## src/rtl/cawl_pkg.sv

```systemverilog
package cawl_pkg;

  // Table geometry
  localparam int TABLE_DEPTH = 64;
  localparam int UID_BYTES   = 7;
  localparam int ADDR_W      = $clog2(TABLE_DEPTH);
  localparam int CNT_W       = $clog2(TABLE_DEPTH + 1);

  // Field widths
  localparam int UID_W       = 56;
  localparam int LEN_W       = 3;
  localparam int TICKS_W     = 16;
  localparam int ELAPSED_W   = 17;
  localparam int CFG_IDX_W   = 2;
  localparam int CFG_DATA_W  = UID_W;

  localparam logic [ELAPSED_W-1:0] ELAPSED_MAX = '1;

  // Reset values of the configuration registers
  localparam logic [LEN_W-1:0]   MGR_LEN_RST = 3'd4;
  localparam logic [TICKS_W-1:0] UNLOCK_RST  = 16'd1000;

  // Configuration register indexes
  localparam logic [CFG_IDX_W-1:0] CFG_MANAGER_UID     = 2'd0;
  localparam logic [CFG_IDX_W-1:0] CFG_MANAGER_UID_LEN = 2'd1;
  localparam logic [CFG_IDX_W-1:0] CFG_UNLOCK_TICKS    = 2'd2;

  // Transaction opcodes
  localparam logic OP_SCAN = 1'b0;
  localparam logic OP_TICK = 1'b1;

  typedef enum logic [2:0] {
    EV_NONE    = 3'd0,
    EV_ARMED   = 3'd1,
    EV_ADDED   = 3'd2,
    EV_NO_ADD  = 3'd3,
    EV_GRANTED = 3'd4,
    EV_DENIED  = 3'd5,
    EV_CLOSED  = 3'd6
  } event_t;

  typedef struct packed {
    logic             opcode;
    logic [UID_W-1:0] card_uid;
    logic [LEN_W-1:0] uid_len;
  } cawl_in_t;

  typedef struct packed {
    logic             lock_drive;
    event_t           event_res;
    logic [CNT_W-1:0] entries_used;
  } cawl_out_t;

  typedef struct packed {
    logic [UID_W-1:0]   manager_uid;
    logic [LEN_W-1:0]   manager_len;
    logic [TICKS_W-1:0] unlock_ticks;
  } cawl_cfg_t;

  // One whitelist entry: normalised length and UID
  typedef struct packed {
    logic [LEN_W-1:0] len;
    logic [UID_W-1:0] uid;
  } entry_t;

  // Keep only the valid low bytes of a UID
  function automatic logic [UID_W-1:0] uid_mask(input logic [UID_W-1:0] v,
                                                input logic [LEN_W-1:0] n);
    logic [UID_W-1:0] m;
    m = '0;
    for (int b = 0; b < UID_BYTES; b++) begin
      if (b < int'(n)) begin
        m[b*8 +: 8] = v[b*8 +: 8];
      end
    end
    return m;
  endfunction

  // Clamp a length to the supported UID size
  function automatic logic [LEN_W-1:0] len_norm(input logic [LEN_W-1:0] n);
    logic [LEN_W-1:0] r;
    r = n;
    if (int'(n) > UID_BYTES) begin
      r = LEN_W'(UID_BYTES);
    end
    return r;
  endfunction

  // Build the comparison key of a UID
  function automatic entry_t make_key(input logic [UID_W-1:0] v,
                                      input logic [LEN_W-1:0] n);
    entry_t k;
    k.len = len_norm(n);
    k.uid = uid_mask(v, k.len);
    return k;
  endfunction

endpackage

```

## src/rtl/cawl_table.sv

```systemverilog
module cawl_table (
  input  logic                        clk,
  input  logic                        we,
  input  logic [cawl_pkg::ADDR_W-1:0] waddr,
  input  cawl_pkg::entry_t            wdata,
  input  logic [cawl_pkg::ADDR_W-1:0] raddr,
  output cawl_pkg::entry_t            rdata
);

  cawl_pkg::entry_t mem [cawl_pkg::TABLE_DEPTH];

  // Write the enrolled entry
  always_ff @(posedge clk) begin
    if (we) begin
      mem[waddr] <= wdata;
    end
  end

  // Register the read data
  always_ff @(posedge clk) begin
    rdata <= mem[raddr];
  end

endmodule

```

## src/rtl/cawl_seq.sv

```systemverilog
module cawl_seq (
  input  logic                        clk,
  input  logic                        rst,
  input  logic                        start,
  input  cawl_pkg::cawl_in_t          cmd,
  input  cawl_pkg::cawl_cfg_t         cfg,
  output logic                        busy,
  output logic                        done,
  output cawl_pkg::cawl_out_t         res,
  output logic                        tbl_we,
  output logic [cawl_pkg::ADDR_W-1:0] tbl_waddr,
  output cawl_pkg::entry_t            tbl_wdata,
  output logic [cawl_pkg::ADDR_W-1:0] tbl_raddr,
  input  cawl_pkg::entry_t            tbl_rdata
);

  typedef enum logic [2:0] {
    S_IDLE   = 3'b001,
    S_CHECK  = 3'b010,
    S_SEARCH = 3'b100
  } state_t;

  state_t                               state;
  state_t                               state_next;
  logic                                 is_tick;
  cawl_pkg::entry_t                     key;
  logic [cawl_pkg::CNT_W-1:0]           idx;
  logic                                 cmp_valid;
  logic                                 cmp_last;
  logic [cawl_pkg::CNT_W-1:0]           count;
  logic [cawl_pkg::CNT_W-1:0]           count_next;
  logic                                 armed;
  logic                                 armed_next;
  logic                                 door;
  logic                                 door_next;
  logic [cawl_pkg::ELAPSED_W-1:0]       elapsed;
  logic [cawl_pkg::ELAPSED_W-1:0]       elapsed_next;
  logic [cawl_pkg::ELAPSED_W-1:0]       elapsed_inc;
  cawl_pkg::event_t                     ev;
  cawl_pkg::entry_t                     mgr_key;
  logic                                 is_mgr;
  logic                                 hit;
  logic                                 issue;
  logic                                 resolve;
  logic                                 found;
  logic                                 table_full;
  logic                                 accept;

  assign accept    = start && (state == S_IDLE);
  assign busy      = (state != S_IDLE);

  // Two compare units: key against manager and against the table entry read back
  assign mgr_key   = cawl_pkg::make_key(cfg.manager_uid, cfg.manager_len);
  assign is_mgr    = (key == mgr_key);
  assign hit       = cmp_valid && (tbl_rdata == key);

  assign issue     = (idx < count);
  assign tbl_raddr = idx[cawl_pkg::ADDR_W-1:0];
  assign tbl_waddr = count[cawl_pkg::ADDR_W-1:0];
  assign tbl_wdata = key;

  assign table_full  = (count == cawl_pkg::CNT_W'(cawl_pkg::TABLE_DEPTH));
  assign elapsed_inc = (elapsed == cawl_pkg::ELAPSED_MAX) ? elapsed : elapsed + 1'b1;

  // Decide when the transaction is finished
  always_comb begin
    resolve    = 1'b0;
    found      = 1'b0;
    state_next = state;
    case (state)
      S_IDLE: begin
        if (start) begin
          state_next = S_CHECK;
        end
      end
      S_CHECK: begin
        resolve = is_tick || is_mgr || (count == '0);
        if (resolve) begin
          state_next = S_IDLE;
        end else begin
          state_next = S_SEARCH;
        end
      end
      S_SEARCH: begin
        found   = hit;
        resolve = hit || (cmp_valid && cmp_last);
        if (resolve) begin
          state_next = S_IDLE;
        end
      end
      default: begin
        state_next = S_IDLE;
      end
    endcase
  end

  // Work out the outcome of the finished transaction
  always_comb begin
    count_next   = count;
    armed_next   = armed;
    door_next    = door;
    elapsed_next = elapsed;
    ev           = cawl_pkg::EV_NONE;
    tbl_we       = 1'b0;
    if (is_tick) begin
      if (door) begin
        elapsed_next = elapsed_inc;
        if (elapsed_inc > {1'b0, cfg.unlock_ticks}) begin
          door_next = 1'b0;
          ev        = cawl_pkg::EV_CLOSED;
        end
      end
    end else if (is_mgr) begin
      armed_next = 1'b1;
      ev         = cawl_pkg::EV_ARMED;
    end else if (armed) begin
      armed_next = 1'b0;
      if (!found && !table_full) begin
        tbl_we     = resolve;
        count_next = count + 1'b1;
        ev         = cawl_pkg::EV_ADDED;
      end else begin
        ev = cawl_pkg::EV_NO_ADD;
      end
    end else if (found) begin
      door_next    = 1'b1;
      elapsed_next = '0;
      ev           = cawl_pkg::EV_GRANTED;
    end else begin
      ev = cawl_pkg::EV_DENIED;
    end
  end

  // Advance the sequencer and commit state on resolve
  always_ff @(posedge clk) begin
    if (rst) begin
      state     <= S_IDLE;
      count     <= '0;
      armed     <= 1'b0;
      door      <= 1'b0;
      elapsed   <= '0;
      done      <= 1'b0;
      cmp_valid <= 1'b0;
      cmp_last  <= 1'b0;
      idx       <= '0;
    end else begin
      state <= state_next;
      done  <= resolve;
      if (resolve) begin
        count   <= count_next;
        armed   <= armed_next;
        door    <= door_next;
        elapsed <= elapsed_next;
      end
      if (state == S_SEARCH) begin
        cmp_valid <= issue;
        cmp_last  <= (idx == count - 1'b1);
        if (issue) begin
          idx <= idx + 1'b1;
        end
      end else begin
        cmp_valid <= 1'b0;
        cmp_last  <= 1'b0;
        idx       <= '0;
      end
    end
  end

  // Hold the transaction key
  always_ff @(posedge clk) begin
    if (accept) begin
      is_tick <= (cmd.opcode == cawl_pkg::OP_TICK);
      key     <= cawl_pkg::make_key(cmd.card_uid, cmd.uid_len);
    end
  end

  // Register the result
  always_ff @(posedge clk) begin
    if (resolve) begin
      res.lock_drive   <= door_next;
      res.event_res    <= ev;
      res.entries_used <= count_next;
    end
  end

endmodule

```

## src/rtl/card_access_whitelist_with_enroll.sv

```systemverilog
// Card access whitelist with enroll mode.
// Command channel: present cmd with start high; the command is taken at a
// rising edge where start is high and busy is low. A command is either one
// card scan (UID and length) or one timer tick.
// Result channel: done is high for exactly one cycle with res valid; the
// receiver cannot stall and must take it in that cycle.
// Search: a tick, a manager card or a scan against an empty table is
// resolved in the check state. Any other scan walks the whitelist one
// entry per cycle through the table memory read port and the table entry
// comparator, stopping early on a match. busy stays high until the result
// is out; one command at a time, so no new command is taken before then.
// Configuration: cfg_we writes cfg_data into register cfg_idx (0 manager
// UID, 1 manager UID length, 2 unlock ticks). The user must write only
// while idle; the block itself does not enforce this.
// Reset: the whitelist is emptied (fill count to zero), enroll mode and the
// lock are cleared, and the registers return to manager UID 0, length 4
// and 1000 unlock ticks. The table memory itself needs no clearing pass.
module card_access_whitelist_with_enroll (
  input  logic                            clk,
  input  logic                            rst,
  input  logic                            start,
  input  cawl_pkg::cawl_in_t              cmd,
  output logic                            busy,
  output logic                            done,
  output cawl_pkg::cawl_out_t             res,
  input  logic                            cfg_we,
  input  logic [cawl_pkg::CFG_IDX_W-1:0]  cfg_idx,
  input  logic [cawl_pkg::CFG_DATA_W-1:0] cfg_data
);

  cawl_pkg::cawl_cfg_t           cfg;
  logic                          tbl_we;
  logic [cawl_pkg::ADDR_W-1:0]   tbl_waddr;
  cawl_pkg::entry_t              tbl_wdata;
  logic [cawl_pkg::ADDR_W-1:0]   tbl_raddr;
  cawl_pkg::entry_t              tbl_rdata;

  // Write the configuration registers; drop unknown indexes
  always_ff @(posedge clk) begin
    if (rst) begin
      cfg.manager_uid  <= '0;
      cfg.manager_len  <= cawl_pkg::MGR_LEN_RST;
      cfg.unlock_ticks <= cawl_pkg::UNLOCK_RST;
    end else if (cfg_we) begin
      case (cfg_idx)
        cawl_pkg::CFG_MANAGER_UID: begin
          cfg.manager_uid <= cfg_data[cawl_pkg::UID_W-1:0];
        end
        cawl_pkg::CFG_MANAGER_UID_LEN: begin
          cfg.manager_len <= cfg_data[cawl_pkg::LEN_W-1:0];
        end
        cawl_pkg::CFG_UNLOCK_TICKS: begin
          cfg.unlock_ticks <= cfg_data[cawl_pkg::TICKS_W-1:0];
        end
        default: begin
        end
      endcase
    end
  end

  cawl_seq u_seq (
    .clk       (clk),
    .rst       (rst),
    .start     (start),
    .cmd       (cmd),
    .cfg       (cfg),
    .busy      (busy),
    .done      (done),
    .res       (res),
    .tbl_we    (tbl_we),
    .tbl_waddr (tbl_waddr),
    .tbl_wdata (tbl_wdata),
    .tbl_raddr (tbl_raddr),
    .tbl_rdata (tbl_rdata)
  );

  cawl_table u_table (
    .clk   (clk),
    .we    (tbl_we),
    .waddr (tbl_waddr),
    .wdata (tbl_wdata),
    .raddr (tbl_raddr),
    .rdata (tbl_rdata)
  );

`ifndef SYNTHESIS
  a_accept_busy: assert property (@(posedge clk) disable iff (rst)
    start && !busy |=> busy)
    else $error("accepted transaction did not raise busy");

  a_done_pulse: assert property (@(posedge clk) disable iff (rst)
    done |=> !done)
    else $error("result strobe lasted more than one cycle");

  a_count_range: assert property (@(posedge clk) disable iff (rst)
    done |-> res.entries_used <= cawl_pkg::CNT_W'(cawl_pkg::TABLE_DEPTH))
    else $error("entry count beyond table depth");

  a_grant_opens: assert property (@(posedge clk) disable iff (rst)
    done && res.event_res == cawl_pkg::EV_GRANTED |-> res.lock_drive)
    else $error("grant reported with lock closed");
`endif

endmodule

```

## config.mk

```make
export PLATFORM = sky130hd
export DESIGN_NAME = card_access_whitelist_with_enroll
export DESIGN_NICKNAME = d
export VERILOG_FILES = /design/src/rtl/cawl_pkg.sv /design/src/rtl/cawl_table.sv /design/src/rtl/cawl_seq.sv /design/src/rtl/card_access_whitelist_with_enroll.sv
export SDC_FILE = /design/constraint.sdc
export NUM_CORES = 2
export LEC_CHECK = 0
export BUFFER_PORTS_ARGS = -buffer_cell sky130_fd_sc_hd__buf_2
export CORE_MARGIN = 2
export CORE_UTILIZATION = 50
export CTS_BUF_LIST = sky130_fd_sc_hd__clkbuf_8 sky130_fd_sc_hd__clkbuf_16
export DETAILED_ROUTE_END_ITERATION = 10
export PLACE_DENSITY = 0.71
export SLEW_MARGIN = 0
export SYNTH_ARGS = -nofsm -noshare
export SYNTH_HDL_FRONTEND = slang
export SYNTH_HIERARCHICAL = 1
export SYNTH_SLANG_ARGS = --single-unit
```

## constraint.sdc

```tcl
create_clock -name clk -period 24.9 [get_ports clk]
set_input_delay 1.245 -clock clk [delete_from_list [all_inputs] [get_ports clk]]
set_output_delay 1.245 -clock clk [all_outputs]
set_load 0.01 [all_outputs]
```

### Word level (Yosys, flattened, before mapping)

Memories as Yosys holds them, arrays and structs flattened. A register that Yosys moved wholly into a read port is not among the register bits.
Index checks and enable logic that the tools add are counted.
Widths: inputs -> output; s select.

* output and inout bits: 13
* register bits: 185
* memories kept: 1
* memory bits (writable): 3776

* order comparisons: 16
* multiplexer cells: 43
* $add $sub $neg: 4
* bitwise gates (word level): 2
* equal/unequal tests: 16
* reduce and logical (&&, ||, !) cells: 19

Memories
* u_table.mem: depth 64, width 59, rd ports 1, clocked after Yosys merged registers in 1, wr ports 1, RTL line cawl_table.sv:10 `cawl_pkg::entry_t mem [cawl_pkg::TABLE_DEPTH];`

Operator list (number)
* $eq 59x59->1: 2
* $mux 17: 6
* $mux 8: 7
* $mux 7: 4
* $mux 3: 8
* $lt 3x3->1 const A: 6
* $add 17x1->17 const B: 1
* $eq 17x17->1 const B: 1
* $gt 17x16->1: 1
* $mux 1: 16
* $add 7x1->7 const B: 2
* $lt 1x3->1 const A: 4
* $lt 2x3->1 const A: 4
* $reduce_and 2->1: 5
* $pmux 3 s3: 1
* $eq 7x7->1: 1
* $eq 7x7->1 const B: 1
* $logic_not 7->1: 1
* $lt 7x7->1: 1
* $sub 7x1->7 const B: 1
* $ne 2x1->1 const B: 3
* $reduce_and 5->1: 1
* $logic_and 1x1->1: 4
* $ne 2x2->1 const B: 2
* other kinds (13): 17

### Longest topological paths before layout

* depth after elaboration: 12
* depth in mapped cells: 18

### By module

The synthesis kept the hierarchy.

Modules (own cells, without submodules)
* cawl_table: sequential area each 114569.9 um^2, cells each 6130, area an instance 144459.8 um^2, instances 1
* cawl_seq: sequential area each 2912.8 um^2, cells each 817, area an instance 7519.7 um^2, instances 1
* card_access_whitelist_with_enroll: sequential area each 1501.4 um^2, cells each 314, area an instance 3281.9 um^2, instances 1

### Worst setup path before layout

No wires, ideal clock.

* kind: reg-to-reg
* from: reg u_seq.key, in the netlist u_seq/tbl_wdata[46]
* to: mem u_table/mem[48][0] in the netlist's numbering, enable pin
* cell stages (with the launch flop): 13
* setup time: 548 ps
* arrival time: 7809 ps
* path buffers: 1
* path slack: 16543 ps
* path through: edfxtp_1 -> nor4bb_1 -> a31oi_1 -> o32ai_1 -> nand4_1 -> or4_4 -> nor4_4 -> o311ai_2 -> buf_2 -> nor2_1 -> nor2b_1 -> nand4b_1 -> nor3_1

* cells in the longest elaborated chain, start to end: 11

Ends and longest elaborated chain
* start: declaration: RTL line cawl_seq.sv:26 `cawl_pkg::entry_t key;`
* start signal: assignment: RTL line cawl_seq.sv:173 `key <= cawl_pkg::make_key(cmd.card_uid, cmd.uid_len);`
* $eq 59x59->1: RTL line cawl_seq.sv:55 `assign hit = cmp_valid && (tbl_rdata == key);`
* $logic_and 1x1->1: RTL line cawl_seq.sv:55
* $mux 1: RTL line cawl_seq.sv:70 `case (state)`
* $logic_not 1->1: RTL line cawl_seq.sv:118 `if (!found && !table_full) begin`
* $logic_and 1x1->1: RTL line cawl_seq.sv:118
* $mux 1: RTL line cawl_seq.sv:118
* $mux 1: RTL line cawl_seq.sv:116 `end else if (armed) begin`
* $mux 1 *: RTL line cawl_seq.sv:113 `end else if (is_mgr) begin`
* $mux 1 *: RTL line cawl_seq.sv:105 `if (is_tick) begin`
* named net tbl_we: RTL line card_access_whitelist_with_enroll.sv:32 `logic tbl_we;`
* $mux 1 *: RTL line cawl_table.sv:14 `if (we) begin`
* $mux 1 (implied by the code) *: RTL line cawl_table.sv:15 `mem[waddr] <= wdata;`
* end: declaration: RTL line cawl_table.sv:10

The timed path passes the listed nets; every way through them passes the cells marked *.

### Final worst setup path

* from: reg cfg[18] (netlist name)
* to: mem u_table/mem[14][22] in the netlist's numbering, enable pin

* cells in the longest elaborated chain, start to end: 12

Ends and longest elaborated chain
* $lt 1x3->1, or another cell as far along: RTL line cawl_pkg.sv:72 `if (b < int'(n)) begin`
* $mux 8: RTL line cawl_pkg.sv:72
* $eq 59x59->1 *: RTL line cawl_seq.sv:54 `assign is_mgr = (key == mgr_key);`
* $logic_or 1x1->1 (2 in a row): RTL line cawl_seq.sv:77 `resolve = is_tick || is_mgr || (count == '0);`
* $pmux 1 s2: RTL line cawl_seq.sv:70
* $mux 1: RTL line cawl_seq.sv:118
* $mux 1: RTL line cawl_seq.sv:116
* $mux 1 *: RTL line cawl_seq.sv:113
* $mux 1 *: RTL line cawl_seq.sv:105
* named net tbl_we: RTL line card_access_whitelist_with_enroll.sv:32
* $mux 1 *: RTL line cawl_table.sv:14
* $mux 1 (implied by the code) *: RTL line cawl_table.sv:15

Marked as above.

==> summary by stage <==
Outcome
The flow ran to the end, and the final reports show no timing, DRC or antenna violations.

Flow run
Max-cap violations in this run came to 0.

Placed design
Routability-driven placement finished with a final weighted congestion of 0.934. Detailed placement finished with a half-perimeter wire length of around 240000 µm. In this run, placement finished with an instance count of roughly 11000. The placed standard-cell area is 162000 µm². In this run the tool buffered the top-level ports with 134 buffer cells.

STA
The worst pin sits at a relative slew slack of 16.3%. After layout, the worst path uses a little under a third of the clock period. The final count of hold timing violations is 0. Setup violations remaining at the end of the flow were counted as 0. Setup repair after global routing left no endpoint under its margin. The worst-case clock skew is around 94 ps. The total negative setup slack is 0 ps.

Based on the critical path, the design can be clocked at up to ~0.13 GHz. The minimum period implied by the final worst setup slack is a little under 8000 ps. The number of slew-limit violations in the final report is 0. Final hold analysis gives a worst-case slack of 477 ps. For the pin with the worst max-slew slack, the measured transition is 1250 ps.

Setup path
The critical path goes through and2_1 -> nand3_1 -> o2bb2ai_1 -> nand4_1 -> or4_4 -> nor4_4 -> o311ai_4 -> nor2_1 -> nor2b_1 -> nand3_1 -> nor2_4 -> buf_4 -> buf_4. The slowest library cell on the worst path is dfxtp_1. The buffers plus inverters on the worst setup path is 2. The worst path arrival time is 8250 ps. The critical path starts at cfg[18]. The critical path is of the flop to flop type. The worst setup path is captured at a flop.

The kind of cell adding the most delay to the critical path is simple AND/OR/NAND/NOR gates. The delay contributed by the slowest stage of the critical path is between 900 and 1000 ps. Along the worst path, the maximum fanout reaches 31. The launch point of the worst reg-to-reg path is cfg[18]. The critical path required time is 25390 ps. The kind of start point of the critical path is a flop.

Clock network
The total CTS buffers is 396. Clock latency on the worst-skew pair, taken at its later pin, is 960 ps. The clock tree from TritonCTS is done.

Clock tree synthesis found a total of 4020 sinks. Clock-pin slew was measured on the worst setup and hold paths at 60 ps. The maximum count of clock buffers along a single path is 4. The number of buffers added for setup after CTS is 0. The H-tree was split into 5 levels.

For this design, the CTS-stage hold fixing added 0 buffers. After clock tree synthesis, the repair step resized 0 gates. CTS placed an instance of clkbuf_16 at the clock tree root.

Power
The internal power contribution is 11.0 mW. The switching power is 2.79 mW. The share of power burned in combinational logic is under 10%. VDD sags by at most between 0.06 and 0.07 mV. The total power per unit cell area is 78.8 nW/µm². Net switching is 20.2% of the power. The standby leakage power is 53.4 nW.

Registers are responsible for a little over half of the overall power. The part of the power in the clock network is 43.7%.

Die
Measured along the x axis, the die boundary spans 561 µm. The die area is 315000 µm². The top-level I/O count is 135. The die is around 560 µm tall.

The area inside the core boundary is roughly 310000 µm². The starting density of the core is around 50%. The initialized floorplan defines 204 standard-cell rows.

Synth
Ranked by total cell area, the synthesized netlist is headed by edfxtp_1, mux4_2, dfxtp_1, mux2i_1, nor2_1. Synthesis produced a netlist whose cell count is 7261. The most used flip-flop cell after synthesis is edfxtp_1. The fraction of registers with async set/reset is 0%. The proportion of synthesized chip area in sequential cells is 76.6%. Counting flops and latches in the post-synthesis netlist gives 4020. Counting flops with a built-in enable in the synthesized netlist gives between 3000 and 4000.

The number of nets in the synthesized netlist is 7411. Of all cell types, the one taking the most synthesized area is edfxtp_1. A synthesized cell averages 21.4 µm². Of the post-synthesis cell area, the dominant cell type holds around 74%. The mapped netlist covers 155000 µm². The number of synthesis warnings is 6. The distinct cell type count of the synthesized netlist is 78.

Route
The detail route stage leaves a number of antenna-violating nets equal to 0. After detailed routing, the average wire length per cell comes to 35.6 µm. The count of vias placed by the detailed router is 79302.

The number of iterations in the first detailed-routing pass is 8. The count of routing violations after the opening detailed-route iteration is 11685. The total detailed-routing wirelength is 431000 µm. After detailed routing, the number of remaining DRC violations is 0. After detailed routing, the number of vias per cell comes to 6.55.

Global route
After global routing the overflow that remains totals 0. The first-pass GRT wire length is 601000 µm. The number of global-route vias before repair is 78053. The overall fraction of global-route tracks in use is 27.2%.

The number of antenna violations at the first check in global routing came to 29. The maximum number of pins on one net before global-route repair is 116.

Finish
The area growth from synthesis to layout is 12.7%. Fill cells in the final layout number 22078. The filler-free cell count of the finished design is about 12000.

Cells with a size suffix above 1 make up 25.6% of the layout. The post-layout instance area is 175000 µm². The final net count is 7785.

Worst hold path
The start point of the worst hold path is cfg[61]. The path class of the tightest hold or removal check is flop to flop.
==> cell families (layout without fill, tap and decap cells) <==
family / count (synthesis) / count (layout) / synth area share, %
flops: 4020 / 4020 / 76.6
compound gates: 566 / 566 / 2.54
other cells: 0 / 21 / 0
simple gates: 786 / 786 / 2.61
xor+xnor: 101 / 101 / 0.570
mux: 1295 / 1295 / 16.0
buf+inv: 465 / 1177 / 1.43
fa+ha+maj: 28 / 28 / 0.226
==> state kept, by name, summed over array words and instances (netlist names) <==
| signal | count |
|---|---|
| u_table/mem | 3776 |
| u_seq/cmp_last | 1 |
| u_table/rdata | 59 |
| u_seq/cmp_valid | 1 |
| u_seq/armed | 1 |
| u_seq/elapsed | 17 |
| u_seq/state | 3 |
| u_seq/door | 1 |
| u_seq/done | 1 |
| cfg | 75 |
| u_seq/res | 11 |
| u_seq/idx | 7 |
| u_seq/is_tick | 1 |
| u_seq/tbl_wdata | 59 |
| u_seq/count | 7 |
==> tightest hold or removal path: stages, from the launching register on <==
cell,delay (ps)
dfxtp_1,310
nand2b_1,60
mux2i_1,60
==> metal layers <==
metal / GRT usage, % / part of all wire, % / vias up
met5: 0 / 0.014 / -
met4: 15.7 / 6.6 / 8
met3: 5.77 / 11 / 1040
met2: 41.5 / 46 / 5354
met1: 36.6 / 36 / 41786
li1: - / - / 31114
==> power by group through the flow <==
| stage | registers [mW] | clock network, mW | logic (mW) |
|---|---|---|---|
| 2_1_floorplan | 7.71 | 0 | 0.0497 |
| 3_3_place_gp | 7.63 | 0 | 0.256 |
| 3_5_place_dp | 7.63 | 0 | 0.269 |
| 4_1_cts | 7.49 | 6.08 | 0.269 |
| 5_1_grt | 7.49 | 6.34 | 0.286 |
| 6_report | 7.49 | 6.03 | 0.271 |
==> path summary, 6_finish.rpt <==
| check | endpoint | slack (ps) | cells past startpoint |
|---|---|---|---|
| max | u_table/mem[14][22] | 17140 | 13 |
| min reg2reg | cfg[61] | 480 | 2 |
| min | cfg[61] | 480 | 2 |
| max reg2reg | u_table/mem[14][22] | 17140 | 13 |
==> through the flow <==
stage | setup slack (ps) | util, % | power [mW]
after floorplan | 16540 | - | 7.76
after global placement | 17450 | 52.3 | 7.89
after detailed placement | 17410 | 52.3 | 7.90
after CTS | 17390 | 56.6 | 13.8
after global routing | 17110 | 56.6 | 14.1
final | 17140 | 56.6 | 13.8
==> Yosys cell counts, drive strengths merged (33+ instances only) <==
master,number
mux2i,338
a221oi,34
nand2,95
clkbuf,185
xnor2,84
o221ai,47
dfxtp,173
a21oi,134
a22o,33
mux4,948
nor2,278
buf,226
o22ai,146
nor2b,55
nand2b,153
edfxtp,3847
inv,53
==> cells in the final DEF (no fill, tap or decap), types with 17 or more instances in the layout <==
master,n
clkinvlp_4,18
and3_1,24
edfxtp_1,3847
inv_1,130
nor4_1,23
a221oi_1,34
clkinv_2,77
dfxtp_1,168
a22o_1,33
nand2b_1,149
nor2_1,215
nor2_4,63
mux4_2,948
clkbuf_16,399
nand4_1,26
a21oi_1,133
ha_1,28
nand2_1,93
nor2b_1,52
mux2i_1,338
buf_4,243
o221ai_1,47
nand3_1,29
clkinv_1,74
a311oi_1,31
diode_2,21
xnor2_1,84
a211oi_1,28
buf_2,134
and2_1,21
o22ai_1,146
o21ai_0,22
bufinv_16,50
xor2_1,17
==> layout make-up <==
class	instances	area, µm²	share of cell area, %
Antenna cell	21	52.6	0.0300
Clock buffer	410	10100	5.79
Clock inverter	326	3040	1.74
Inverter	54	204	0.117
Multi-Input combinational cell	2776	34600	19.8
Sequential cell	4020	119000	68.0
Tap cell	4120	5150	2.95
Timing Repair Buffer	387	2680	1.53
Power figures use the tool's default switching activity.
